## src/sv/qs_pkg.sv

```systemverilog
package qs_pkg;

	localparam int FRAC_BITS = 14;
	localparam int DW = 16;
	localparam int TW = 15;
	localparam logic [TW-1:0] ONE = TW'(1 << FRAC_BITS);
	localparam logic [TW-1:0] THR_RESET = TW'(16);

	// dot product and square root
	localparam int PROD_W = 2 * DW;
	localparam int DOT_W = PROD_W + 2;
	localparam int MAG_W = FRAC_BITS;
	localparam int SQ_W = FRAC_BITS + 1;
	localparam int SQ_REM_W = 2 * FRAC_BITS + 2;

	// cordic, angles in Q32 radians, vectors in Q30
	localparam int Q30 = 30;
	localparam int CW = 36;
	localparam int ANG_W = 34;
	localparam logic [ANG_W-1:0] ANG_PI = 34'd13493037705;
	localparam logic [ANG_W-1:0] ANG_HALF_PI = 34'd6746518852;
	localparam int AM_W = ANG_W + TW;

	// divisions and final weighting
	localparam int GAIN_W = 31;
	localparam int SIN_W = 32;
	localparam int RATIO_Q_W = SIN_W + FRAC_BITS;
	localparam int RATIO_W = 45;
	localparam logic [RATIO_Q_W-1:0] RATIO_MAX = RATIO_Q_W'(1) << (RATIO_W - 1);
	localparam int RL_W = 23;
	localparam int RH_W = RATIO_W - RL_W;
	localparam int SUM_W = 64;

	localparam logic [31:0] ATAN_Q32 [11] = '{
		32'd3373259426, 32'd1991351318, 32'd1052175346, 32'd534100635,
		32'd268086748, 32'd134174063, 32'd67103403, 32'd33553749,
		32'd16777131, 32'd8388597, 32'd4194303
	};

	typedef logic signed [DW-1:0] comp_t;

	typedef enum logic [1:0] {
		PATH_SLERP = 2'd0,
		PATH_START = 2'd1,
		PATH_MID   = 2'd2,
		PATH_SAT   = 2'd3
	} path_t;

	typedef struct packed {
		logic signed [DW-1:0] start_x;
		logic signed [DW-1:0] start_y;
		logic signed [DW-1:0] start_z;
		logic signed [DW-1:0] start_w;
		logic signed [DW-1:0] end_x;
		logic signed [DW-1:0] end_y;
		logic signed [DW-1:0] end_z;
		logic signed [DW-1:0] end_w;
		logic [TW-1:0]        blend;
	} req_t;

	typedef struct packed {
		logic signed [DW-1:0] out_x;
		logic signed [DW-1:0] out_y;
		logic signed [DW-1:0] out_z;
		logic signed [DW-1:0] out_w;
		path_t                path_taken;
	} res_t;

	// what travels with a request down the pipeline
	typedef struct packed {
		comp_t [3:0]     a;
		comp_t [3:0]     e;
		logic [TW-1:0]   t;
		logic            early;
		logic            cneg;
		logic            mid;
		logic [SQ_W-1:0] s;
	} side_t;

	function automatic logic [31:0] step_angle(input int i);
		logic [63:0] p;
		p = 64'd1 << (32 - i);
		if (i < 11) begin
			return ATAN_Q32[4'(i)];
		end
		return p[31:0];
	endfunction

	function automatic logic [GAIN_W-1:0] cordic_gain(input int steps);
		logic [63:0] p;
		logic [63:0] v;
		logic [63:0] r;
		logic [63:0] b;
		p = 64'd1 << 60;
		for (int i = 0; i < 32; i++) begin
			if (i < steps) begin
				p = p + (p >> (2 * i));
			end
		end
		v = p;
		r = '0;
		for (int j = 31; j >= 0; j--) begin
			b = 64'd1 << (2 * j);
			if (v >= r + b) begin
				v = v - (r + b);
				r = (r >> 1) + b;
			end else begin
				r = r >> 1;
			end
		end
		return r[GAIN_W-1:0];
	endfunction

endpackage

```

## src/sv/qs_delay.sv

```systemverilog
module qs_delay
	import qs_pkg::*;
#(
	parameter int W = 8,
	parameter int DEPTH = 2
) (
	input  logic         clk,
	input  logic         arst_n,
	input  logic         in_valid,
	input  logic [W-1:0] in_data,
	output logic         out_valid,
	output logic [W-1:0] out_data
);

	logic         v_s [1:DEPTH];
	logic [W-1:0] d_s [1:DEPTH];

	for (genvar k = 0; k < DEPTH; k++) begin : g_tap
		logic         v_in;
		logic [W-1:0] d_in;

		if (k == 0) begin : g_first
			assign v_in = in_valid;
			assign d_in = in_data;
		end else begin : g_next
			assign v_in = v_s[k];
			assign d_in = d_s[k];
		end

		always_ff @(posedge clk or negedge arst_n) begin
			if (!arst_n) begin
				v_s[k+1] <= 1'b0;
			end else begin
				v_s[k+1] <= v_in;
			end
		end

		always_ff @(posedge clk) begin
			d_s[k+1] <= d_in;
		end
	end

	assign out_valid = v_s[DEPTH];
	assign out_data = d_s[DEPTH];

endmodule

```

## config.mk

```make
export PLATFORM = sky130hd
export DESIGN_NAME = qs_delay
export DESIGN_NICKNAME = d
export VERILOG_FILES = /design/src/sv/qs_pkg.sv /design/src/sv/qs_delay.sv
export SDC_FILE = /design/constraint.sdc
export NUM_CORES = 1
export LEC_CHECK = 0
export BUFFER_PORTS_ARGS = -buffer_cell sky130_fd_sc_hd__buf_2
export CORE_AREA = 3 3 40 42
export DETAILED_ROUTE_END_ITERATION = 12
export DIE_AREA = 0 0 43 45
export PLACE_DENSITY = 0.54
export SLEW_MARGIN = 20
export SYNTH_ARGS = -nofsm -noshare
export SYNTH_HDL_FRONTEND = slang
export SYNTH_SLANG_ARGS = --single-unit
```

## constraint.sdc

```tcl
create_clock -name clk -period 0.8 [get_ports clk]
set_input_delay 0.12 -clock clk [delete_from_list [all_inputs] [get_ports clk]]
set_output_delay 0.12 -clock clk [all_outputs]
set_load 0.05 [all_outputs]
```

; ---- Word level (Yosys, flattened, before mapping)
; Memory sizes are Yosys's and may differ from the RTL's.
; Index checks and enable logic that the tools add are counted.
[totals]
mem_bits_rw = 16
input_bits = 11
regBits = 2
n_memories = 1
out_inout_bits = 9
[memory_table]
columns = name, depth, word_bits, read_ports, rd_clocked_by_memory_dff, write_ports, line_no
row1 = d_s, 2, 8, 2, 0, 2, qs_delay.sv:16  ; logic [W-1:0] d_s [1:DEPTH];

; ---- Logic depth before layout (Yosys ltp)
[logic_depth]
ltp_word = 0
depth_mapped = 0
ltp_nobuf = 0

; ---- Worst setup path before layout
; No wires, ideal clock.
[synth_path]
kind = flip-flop to output port
from = mem d_s[2][0]
to = out out_data[0]
path_buffers = 0
path_stages_with_launch = 1
arrival_ns = 0.587
path_slack_ns = 0.093
required_ns = 0.680
cell_sequence = dfxtp_1
[synth_lines]
columns = element, line_no
row1 = start: declaration, qs_delay.sv:16
row2 = end: declaration, qs_delay.sv:12  ; output logic [W-1:0] out_data

; ---- Worst setup path after layout
[layout_path]
from = reg v_s, in the netlist out_valid
to = out out_valid
[layout_lines]
columns = element, line_no
row1 = start: declaration, qs_delay.sv:15  ; logic v_s [1:DEPTH];
row2 = start signal: indexed assignment, qs_delay.sv:34  ; v_s[k+1] <= v_in;
row3 = end: declaration, qs_delay.sv:11  ; output logic out_valid,
; No word-level cell between the ends.

==> flow_summary_export.csv <==
group,metric,value,unit
run_status,status,"finished with violations",
run_status,violations,"negative setup slack",
clock_network,clock_latency,0.27,ns
worst_setup_path,crit_chain,"buf_6",
grt,gr-usage-all-layers,0.0727,
synthesis,synthAdderAreaFrac,0,
route,vias,239,
worst_setup_path,reg2reg_depth,0,
die,die_height,45,µm
grt,grt_pass1_wl,972,µm
clock_network,tritoncts,"done",
place,place.gp.congestion,0.638,
die,rows,13,
power_and_ir_drop,sw_frac_of_total,0.221,
timing,worst_slew_pin_slew,0.109,ns
finish,final_nets,63,
synthesis,netlist.area_leader.share,0.865,
timing,max-slew-margin-rel,0.928,
synthesis,seq_area_frac_synth,1.00,
power_and_ir_drop,powerDensity,2280,nW/µm²
synthesis,synth-seq-cells,18,
synthesis,synthSimpleGateAreaFrac,0,
finish,syn2layout_area_growth,86.8,%
power_and_ir_drop,p_leak,0.000315,µW
route,drt_iter0_drc,0,
worst_setup_path,crit_buf_inv,1,
timing,min_period,0.926,ns
route,remaining_drc_errors,0,
timing,max_clock_freq,1.08,GHz
clock_network,cts_inserted_buffers,3,
power_and_ir_drop,combPwrFrac,0.133,
synthesis,mappedNetlistArea,370,µm²
timing,rsz0062_at_grt,"true",
finish,stdcell_count,65,
route,routed_wl,626,µm
die,die_area,1940,µm²
worst_setup_path,cpPeakStageDelay,0.38,ns
timing,slew_viol_final,0,
power_and_ir_drop,p_clk_frac,0.253,
power_and_ir_drop,sequentialPowerShare,0.614,
grt,antenna_found_initial,0,
synthesis,synth_top_area_cell,"dfxtp_1",
finish,multi_input_area,0,µm²
synthesis,synth_warnings,0,
min_path,min_path_type,"in2async",
timing,min_period_over_period,1.16,
worst_setup_path,worstPathRequired,0.68,ns
worst_setup_path,critPathMaxFanout,1,
synthesis,syn-instance-count,18,
job,drv_cap,0,
worst_setup_path,path_delay_family,"flip-flops",
synthesis,syn_avg_cell_area,20.6,µm²
timing,skew,0.00204,ns
timing,fin_tns_setup,-0.682,ns
finish,final_core_util,0.538,
worst_setup_path,reg2reg_slack,0.33,ns
power_and_ir_drop,power.switching,348,µW
worst_setup_path,regToRegEndpoint,"out_valid",
synthesis,synth_nets,29,
finish,multi_input_cells,0,
timing,holdWs,0.163,ns
worst_setup_path,slowest_stage,"dfrtp_1",
clock_network,clk_pin_slew,0.09,ns
timing,final.setup.worst_slack,-0.126,ns
grt,grt_pass1_vias,241,
finish,post_route_cells_drive_above_1_share,0.600,
power_and_ir_drop,peakVddDrop,1.35,mV
clock_network,post-cts-setup-buffer-count,0,
die,die_x,43,µm
worst_setup_path,cp_data_arrival_time,0.81,ns
grt,grt_max_degree,10,
route,vias_per_cell,3.68,
finish,antennaDiodeCount,0,
worst_setup_path,cp-end-kind,"output pin",
grt,grt.overflow.total,0,
route,drtPass1Iterations,1,
timing,setup-violations-final,9,
die,initial_utilization,0.288,
power_and_ir_drop,intPower,1230,µW
route,ant_nets,0,
finish,final_cell_mix,"dlygate4sd3_1, buf_2, dfxtp_1, dfxtp_2, buf_8",
worst_setup_path,r2r-start,"g_tap[1].v_in",
route,wl_per_cell,9.63,µm
synthesis,yosys.area_share.xor_xnor,0,
clock_network,root_buffer,"clkbuf_4",
die,core_area,1280,µm²
synthesis,yosys-mux-area-fraction,0,
clock_network,clk_path_buf_depth,2,
synthesis,synthDistinctLibCells,2,
place,io_buffers,19,
synthesis,yosys-top-cells-area,"dfxtp_1, dfrtp_1",
clock_network,clock_sinks,18,
power_and_ir_drop,fin_total_pwr,1570,µW
synthesis,synth_compound_area_frac,0,
die,io_pins,20,
worst_setup_path,critPathKind,"reg2out",
timing,hold_violations,0,
clock_network,htree_levels,1,
place,dp.cells,52,
worst_setup_path,worst_setup_path_start_kind,"register",
## flip-flops by register name, indices dropped and copies added (netlist names)
signal	flops
out_valid	1
g_tap.v_in	1
d_s	16
## layout make-up
cell class	instances	area (µm²)
Tap cell	15	18.8
Sequential cell	18	380
Clock buffer	3	22.5
Timing Repair Buffer	29	270
Fill cell	107	593
## layer usage
metal,vias to the layer above,part of all wire,global-route usage
li1,118,-,-
met1,109,0.36,0.0730
met2,10,0.53,0.123
met3,2,0.097,0.0279
met4,0,0.0080,0.0542
met5,-,0,0
## timing repair
action,in CTS,in global routing
resized for setup,30,1
hold buffers,10,0
hold endpoints to repair,11,0
endpoints found under the setup margin,9,9
## worst max path at each step
stage / start / to / cells past startpoint
floorplan: d_s[2][0] / out_data[0] / 0
global placement: out_valid / out_valid / 1
detailed placement: out_valid / out_valid / 1
CTS: out_valid / out_valid / 1
global route: out_valid / out_valid / 1
finish: out_valid / out_valid / 1
## stage by stage
step           area, µm²  setup WS (ns)
6_report             692         -0.126
5_1_grt              692         -0.165
4_1_cts              688         -0.140
3_5_place_dp         484          0.120
3_3_place_gp         484          0.127
2_1_floorplan        370         0.0927
## cell families after synthesis
family  Yosys count
flops            18
## Yosys cell counts
cell	count
dfxtp_1	16
dfrtp_1	2
## power by group through the flow
stage	Sequential, µW	Clock, µW	Combinational, µW
after global routing	973	456	218
after detailed placement	975	0	134
after floorplan	1060	0	0
final	967	398	209
after global placement	974	0	133
after CTS	967	423	209
Note: power is estimated with default switching activity, not from simulation.
