**config.mk**
```make
export PLATFORM = sky130hd
export DESIGN_NAME = qs_div
export DESIGN_NICKNAME = d
export VERILOG_FILES = /design/src/sv/qs_pkg.sv /design/src/sv/qs_div.sv
export SDC_FILE = /design/constraint.sdc
export NUM_CORES = 1
export LEC_CHECK = 0
export ABC_AREA = 0
export BUFFER_PORTS_ARGS = -buffer_cell sky130_fd_sc_hd__buf_2
export CORE_MARGIN = 2
export CORE_UTILIZATION = 60
export CTS_BUF_LIST = sky130_fd_sc_hd__clkbuf_16
export DETAILED_ROUTE_END_ITERATION = 8
export PLACE_DENSITY = 0.77
export SYNTH_ARGS = -nofsm -noshare
export SYNTH_HDL_FRONTEND = slang
export SYNTH_SLANG_ARGS = --single-unit
```
**constraint.sdc**
```tcl
create_clock -name clk -period 3.6 [get_ports clk]
set_input_delay 0.72 -clock clk [delete_from_list [all_inputs] [get_ports clk]]
set_output_delay 0.72 -clock clk [all_outputs]
set_load 0.005 [all_outputs]
```
**src/sv/qs_pkg.sv**
```systemverilog
package qs_pkg;

	localparam int FRAC_BITS = 14;
	localparam int DW = 16;
	localparam int TW = 15;
	localparam logic [TW-1:0] ONE = TW'(1 << FRAC_BITS);
	localparam logic [TW-1:0] THR_RESET = TW'(16);

	// dot product and square root
	localparam int PROD_W = 2 * DW;
	localparam int DOT_W = PROD_W + 2;
	localparam int MAG_W = FRAC_BITS;
	localparam int SQ_W = FRAC_BITS + 1;
	localparam int SQ_REM_W = 2 * FRAC_BITS + 2;

	// cordic, angles in Q32 radians, vectors in Q30
	localparam int Q30 = 30;
	localparam int CW = 36;
	localparam int ANG_W = 34;
	localparam logic [ANG_W-1:0] ANG_PI = 34'd13493037705;
	localparam logic [ANG_W-1:0] ANG_HALF_PI = 34'd6746518852;
	localparam int AM_W = ANG_W + TW;

	// divisions and final weighting
	localparam int GAIN_W = 31;
	localparam int SIN_W = 32;
	localparam int RATIO_Q_W = SIN_W + FRAC_BITS;
	localparam int RATIO_W = 45;
	localparam logic [RATIO_Q_W-1:0] RATIO_MAX = RATIO_Q_W'(1) << (RATIO_W - 1);
	localparam int RL_W = 23;
	localparam int RH_W = RATIO_W - RL_W;
	localparam int SUM_W = 64;

	localparam logic [31:0] ATAN_Q32 [11] = '{
		32'd3373259426, 32'd1991351318, 32'd1052175346, 32'd534100635,
		32'd268086748, 32'd134174063, 32'd67103403, 32'd33553749,
		32'd16777131, 32'd8388597, 32'd4194303
	};

	typedef logic signed [DW-1:0] comp_t;

	typedef enum logic [1:0] {
		PATH_SLERP = 2'd0,
		PATH_START = 2'd1,
		PATH_MID   = 2'd2,
		PATH_SAT   = 2'd3
	} path_t;

	typedef struct packed {
		logic signed [DW-1:0] start_x;
		logic signed [DW-1:0] start_y;
		logic signed [DW-1:0] start_z;
		logic signed [DW-1:0] start_w;
		logic signed [DW-1:0] end_x;
		logic signed [DW-1:0] end_y;
		logic signed [DW-1:0] end_z;
		logic signed [DW-1:0] end_w;
		logic [TW-1:0]        blend;
	} req_t;

	typedef struct packed {
		logic signed [DW-1:0] out_x;
		logic signed [DW-1:0] out_y;
		logic signed [DW-1:0] out_z;
		logic signed [DW-1:0] out_w;
		path_t                path_taken;
	} res_t;

	// what travels with a request down the pipeline
	typedef struct packed {
		comp_t [3:0]     a;
		comp_t [3:0]     e;
		logic [TW-1:0]   t;
		logic            early;
		logic            cneg;
		logic            mid;
		logic [SQ_W-1:0] s;
	} side_t;

	function automatic logic [31:0] step_angle(input int i);
		logic [63:0] p;
		p = 64'd1 << (32 - i);
		if (i < 11) begin
			return ATAN_Q32[4'(i)];
		end
		return p[31:0];
	endfunction

	function automatic logic [GAIN_W-1:0] cordic_gain(input int steps);
		logic [63:0] p;
		logic [63:0] v;
		logic [63:0] r;
		logic [63:0] b;
		p = 64'd1 << 60;
		for (int i = 0; i < 32; i++) begin
			if (i < steps) begin
				p = p + (p >> (2 * i));
			end
		end
		v = p;
		r = '0;
		for (int j = 31; j >= 0; j--) begin
			b = 64'd1 << (2 * j);
			if (v >= r + b) begin
				v = v - (r + b);
				r = (r >> 1) + b;
			end else begin
				r = r >> 1;
			end
		end
		return r[GAIN_W-1:0];
	endfunction

endpackage

```
**src/sv/qs_div.sv**
```systemverilog
module qs_div
	import qs_pkg::*;
#(
	parameter int DEN_W = 16,
	parameter int Q_W = 16
) (
	input  logic                   clk,
	input  logic [DEN_W+Q_W-1:0]   num,
	input  logic [DEN_W-1:0]       den,
	output logic [Q_W-1:0]         quo
);

	localparam int AW = DEN_W + Q_W;

	// remainder in the upper bits, numerator bits shift out, quotient bits shift in
	logic [AW-1:0]    acc_s [1:Q_W];
	logic [DEN_W-1:0] den_s [1:Q_W-1];

	for (genvar k = 0; k < Q_W; k++) begin : g_step
		logic [AW-1:0]    acc_in;
		logic [DEN_W-1:0] den_in;
		logic [DEN_W:0]   top;
		logic [DEN_W:0]   diff;
		logic             ge;

		if (k == 0) begin : g_first
			assign acc_in = num;
			assign den_in = den;
		end else begin : g_next
			assign acc_in = acc_s[k];
			assign den_in = den_s[k];
		end

		always_comb begin
			top = acc_in[AW-1:Q_W-1];
			ge = top >= {1'b0, den_in};
			diff = top - {1'b0, den_in};
		end

		always_ff @(posedge clk) begin
			acc_s[k+1] <= {ge ? diff[DEN_W-1:0] : top[DEN_W-1:0], acc_in[Q_W-2:0], ge};
		end

		if (k < Q_W - 1) begin : g_den
			always_ff @(posedge clk) begin
				den_s[k+1] <= den_in;
			end
		end
	end

	assign quo = acc_s[Q_W][Q_W-1:0];

endmodule

```
---- Word level (Yosys, flattened, before mapping) ----
Memories as Yosys holds them, arrays and structs flattened.
Cells that the tools add are included.
word-level totals
  register bits after elaboration ......... 0
  RAM bits ................................ 752
  bits of input ports ..................... 49
  output and inout port bits .............. 16
  logic and storage cells ................. 50
  memories kept ........................... 2
memory list
  memory  words  bits a word  rd ports  clocked after memory_dff  write ports  RTL line      text
  acc_s   16     32           16        0                         16           qs_div.sv:16  logic [AW-1:0] acc_s [1:Q_W];
  den_s   15     16           15        0                         15           qs_div.sv:17  logic [DEN_W-1:0] den_s [1:Q_W-1];
operators by class
  $add $sub $neg .......................... 16
  $lt $le $gt $ge ......................... 16
  muxes and demuxes ....................... 16
operator list
  cell                                              number
  17-bit by 16-bit >= comparator with 1-bit output  16
  16-bit 2-to-1 mux                                 16
  16-bit subtractor                                 16

---- Longest topological paths before layout ----
  depth after elaboration ................. 2
  gate-level depth with buffers ........... 13
  depth with buffers taken out ............ 11

---- Worst setup path before layout ----
OpenSTA, ideal clock, no wires.
  path kind ............................... input to register
  from .................................... in den[1]
  to ...................................... reg acc_s[0][57] (netlist name)
  library setup time ...................... 0.130 ns
  data arrival time ....................... 2.667 ns
  data required time ...................... 3.470 ns
  setup slack ............................. 0.803 ns
  stages on the path ...................... 11
  buffers on the path ..................... 2
  path through ............................ inv_1 -> ha_1 -> nor2b_1 -> o211ai_1 -> nand3_1 -> a21oi_1 -> o221ai_1 -> a21oi_1 -> clkbuf_1 -> clkbuf_1 -> o21ai_0
RTL lines
  what         RTL line     text
  from (decl)  qs_div.sv:9  input logic [DEN_W-1:0] den,

==> results.json <==
{
  "rows": 81,
  "synth_edf_count": 0,
  "yosys_warnings": 0,
  "r2r_start": "den_s[0][17]",
  "synthTopCellsByArea": "dfxtp_1 49%, ha_1 11%, inv_1 4.0%",
  "io_pins": 65,
  "drv_cap": 0,
  "preCtsSetupSlack_ns": 0.368,
  "worstHoldPathCells": 1,
  "synth_cells": 2944,
  "hold_class": "input port to flip-flop",
  "cp_cell_sequence": "inv_1 -> ha_1 -> nor2b_1 -> o2111a_1 -> o41ai_1 -> a32o_1 -> o41ai_1 -> a41o_1 -> mux2_2",
  "final_area_um2": 33300,
  "netlist_top_cells_count": "736 x dfxtp_1, 321 x inv_1, 256 x ha_1, 202 x a21oi_1, 200 x nor2_1",
  "cts_resized": 0,
  "drtIter0Drc": 1279,
  "synth_flop_cell": "dfxtp_1",
  "grt_first_pass_wirelength_um": 98600,
  "fp.coreArea_um2": 49100,
  "via_per_inst": 5.52,
  "io_buffers": 64,
  "root_buffer": "clkbuf_16",
  "rsz0062_at_grt": "false",
  "skew_ns": 0.0236,
  "max_slew.worst_pin.slew_ns": 1.07,
  "arrival_ns": 3.87,
  "antenna_found_initial": 1,
  "worstSkewPairLatency_ns": 0.61,
  "p_leak_nw": 15.3,
  "min_to": "acc_s[0][47]",
  "start_kind": "flip-flop",
  "place_area_um2": 30900,
  "crit_required_ns": 4.09,
  "overflow": 0,
  "max_freq_mhz": 296,
  "synth-seq-area-share": 0.493,
  "final_max_slew_viol_count": 0,
  "drc": 0,
  "post-route-util": 0.679,
  "endpoint_kind": "flip-flop",
  "syn_area_um2": 29900,
  "cts_buffers": 73,
  "start_util": 0.610,
  "place_congestion": 0.927,
  "async_flop_share": 0,
  "cp_max_fo": 28,
  "ys_ff_latch": 736,
  "synth_fp_nets": 3264,
  "setup-violations-final": 0,
  "fin_crit_ns": 3.38,
  "antennaDiodeCount": 0,
  "worstHoldStart": "num[14]",
  "cts_sinks": 736,
  "drive_gt1_frac": 0.111,
  "syn_area_per_cell_um2": 10.2,
  "critical_path.slowest_cell": "o41ai_1",
  "layout_setup_ws_ns": 0.224,
  "path_delay_family": "compound AO/OA/AOI/OAI gates",
  "die_w_um": 227,
  "wl_per_cell_um": 16.1,
  "syn_to_final_growth_pct": 11.3,
  "path_buf_inv": 1,
  "crit_top_cell": "o41ai_1",
  "setup-tns-final_ns": 0,
  "period_share": 0.938,
  "grtUsageTotal": 0.237,
  "finalHoldViolCount": 0,
  "post-dp-hpwl_um": 45800,
  "htreeDepth": 3,
  "yosys.area.top_type": "dfxtp_1",
  "detail-route-antenna-nets": 0,
  "whs_ns": 0.214,
  "grt_pass1_vias": 20800,
  "reg2reg_depth": 9,
  "crit_path_max_incr_delay_ns": 0.62,
  "grt_max_degree": 32,
  "first_pass_iters": 5,
  "synth_top_area_share": 0.493,
  "cts_setup_buffers": 0,
  "ir_worst_vdd_mv": 0.518,
  "p_per_area_nw_per_um2": 1030,
  "routed_wirelength_um": 60500,
  "synth.distinct_cells": 87,
  "vias": 20800,
  "die_area_um2": 51700,
  "r2r_slack_ns": 0.22,
  "slew_headroom": 0.284,
  "crit_cells": 9,
  "final_nets": 3365,
  "cts_hold_buf": 0,
  "reg2reg_to": "acc_s[0][83]",
  "status": "finished, final reports clean",
  "critical_path_class": "flip-flop to flip-flop",
  "cts_tree": "yes",
  "synth.most_common_cell": "dfxtp_1",
  "dieHeight_um": 227,
  "path_clk_slew_ns": 0.06,
  "clock_path_buffers": 3
}
metal layers:
| metal | track usage | part of all wire | vias to the layer above |
|---|---|---|---|
| met5 | 0 | 0 | - |
| met4 | 0.101 | 0.036 | 0 |
| met3 | 0.0413 | 0.039 | 167 |
| met2 | 0.441 | 0.52 | 491 |
| met1 | 0.265 | 0.41 | 9761 |
| li1 | - | - | 10400 |
worst max path at each step:
stage	slack, ns	to	from
after global placement	0.43	acc_s[0][316]	den_s[1][1]
after global routing	0.03	acc_s[0][84]	den_s[0][17]
after detailed placement	0.37	acc_s[0][315]	den_s[1][1]
after floorplan	0.80	acc_s[0][57]	den[1]
after CTS	0.30	acc_s[0][370]	den_s[1][41]
final	0.22	acc_s[0][83]	den_s[0][17]
cell type report:
type / count / area [µm²]
Inverter: 321 / 1200
Fill cell: 3722 / 15800
Clock buffer: 74 / 1850
Tap cell: 664 / 831
Sequential cell: 736 / 14700
Clock inverter: 61 / 549
Multi-Input combinational cell: 1826 / 13600
Timing Repair Buffer: 87 / 505
registers in the layout, summed over array words and instances, names as in the netlist:
register / flops
acc_s: 496
den_s: 240
metrics by stage:
step	total power, W	cells
6_report	0.0342	3769
5_1_grt	0.0366	3769
4_1_cts	0.0343	3769
3_5_place_dp	0.0266	3634
3_3_place_gp	0.0261	3634
2_1_floorplan	0.0233	2944
worst register-to-register path: cells and delay by family, from the launching register on:
kind	cells	cell delay, ns
flops	1	0.38
simple gates	1	0.15
mux	1	0.41
fa+ha+maj	1	0.30
buf+inv	1	0.06
compound gates	5	1.96
cells in the final DEF, fill, tap and decap left out, types with 15 or more instances in the layout:
master / n
mux2i_1: 17
xnor2_1: 98
xor2_1: 54
inv_1: 333
o31a_1: 17
dfxtp_1: 736
mux2_2: 100
a31oi_1: 19
nand3_1: 47
clkinv_2: 15
a21o_1: 48
clkbuf_16: 74
o31ai_1: 23
o21ai_0: 153
a21oi_1: 200
nor2b_1: 42
nor2_1: 200
ha_1: 256
buf_4: 22
buf_2: 64
nand2_1: 139
nand2b_1: 27
nand4_1: 30
fa_1: 15
o21a_1: 58
nor3_1: 36
where the power goes:
group	internal, W	switching [W]	total (W)
Combinational	0.00703	0.00799	0.0150
Sequential	0.0106	0.00112	0.0117
Clock	0.00435	0.00315	0.00751
logic make-up after synthesis:
| kind of cell | count (synthesis) | synth area share |
|---|---|---|
| fa+ha+maj | 271 | 0.117 |
| mux | 133 | 0.0511 |
| flops | 736 | 0.493 |
| buf+inv | 382 | 0.0534 |
| compound gates | 680 | 0.148 |
| simple gates | 590 | 0.0938 |
| xor+xnor | 152 | 0.0445 |
Power figures use the tool's default switching activity.
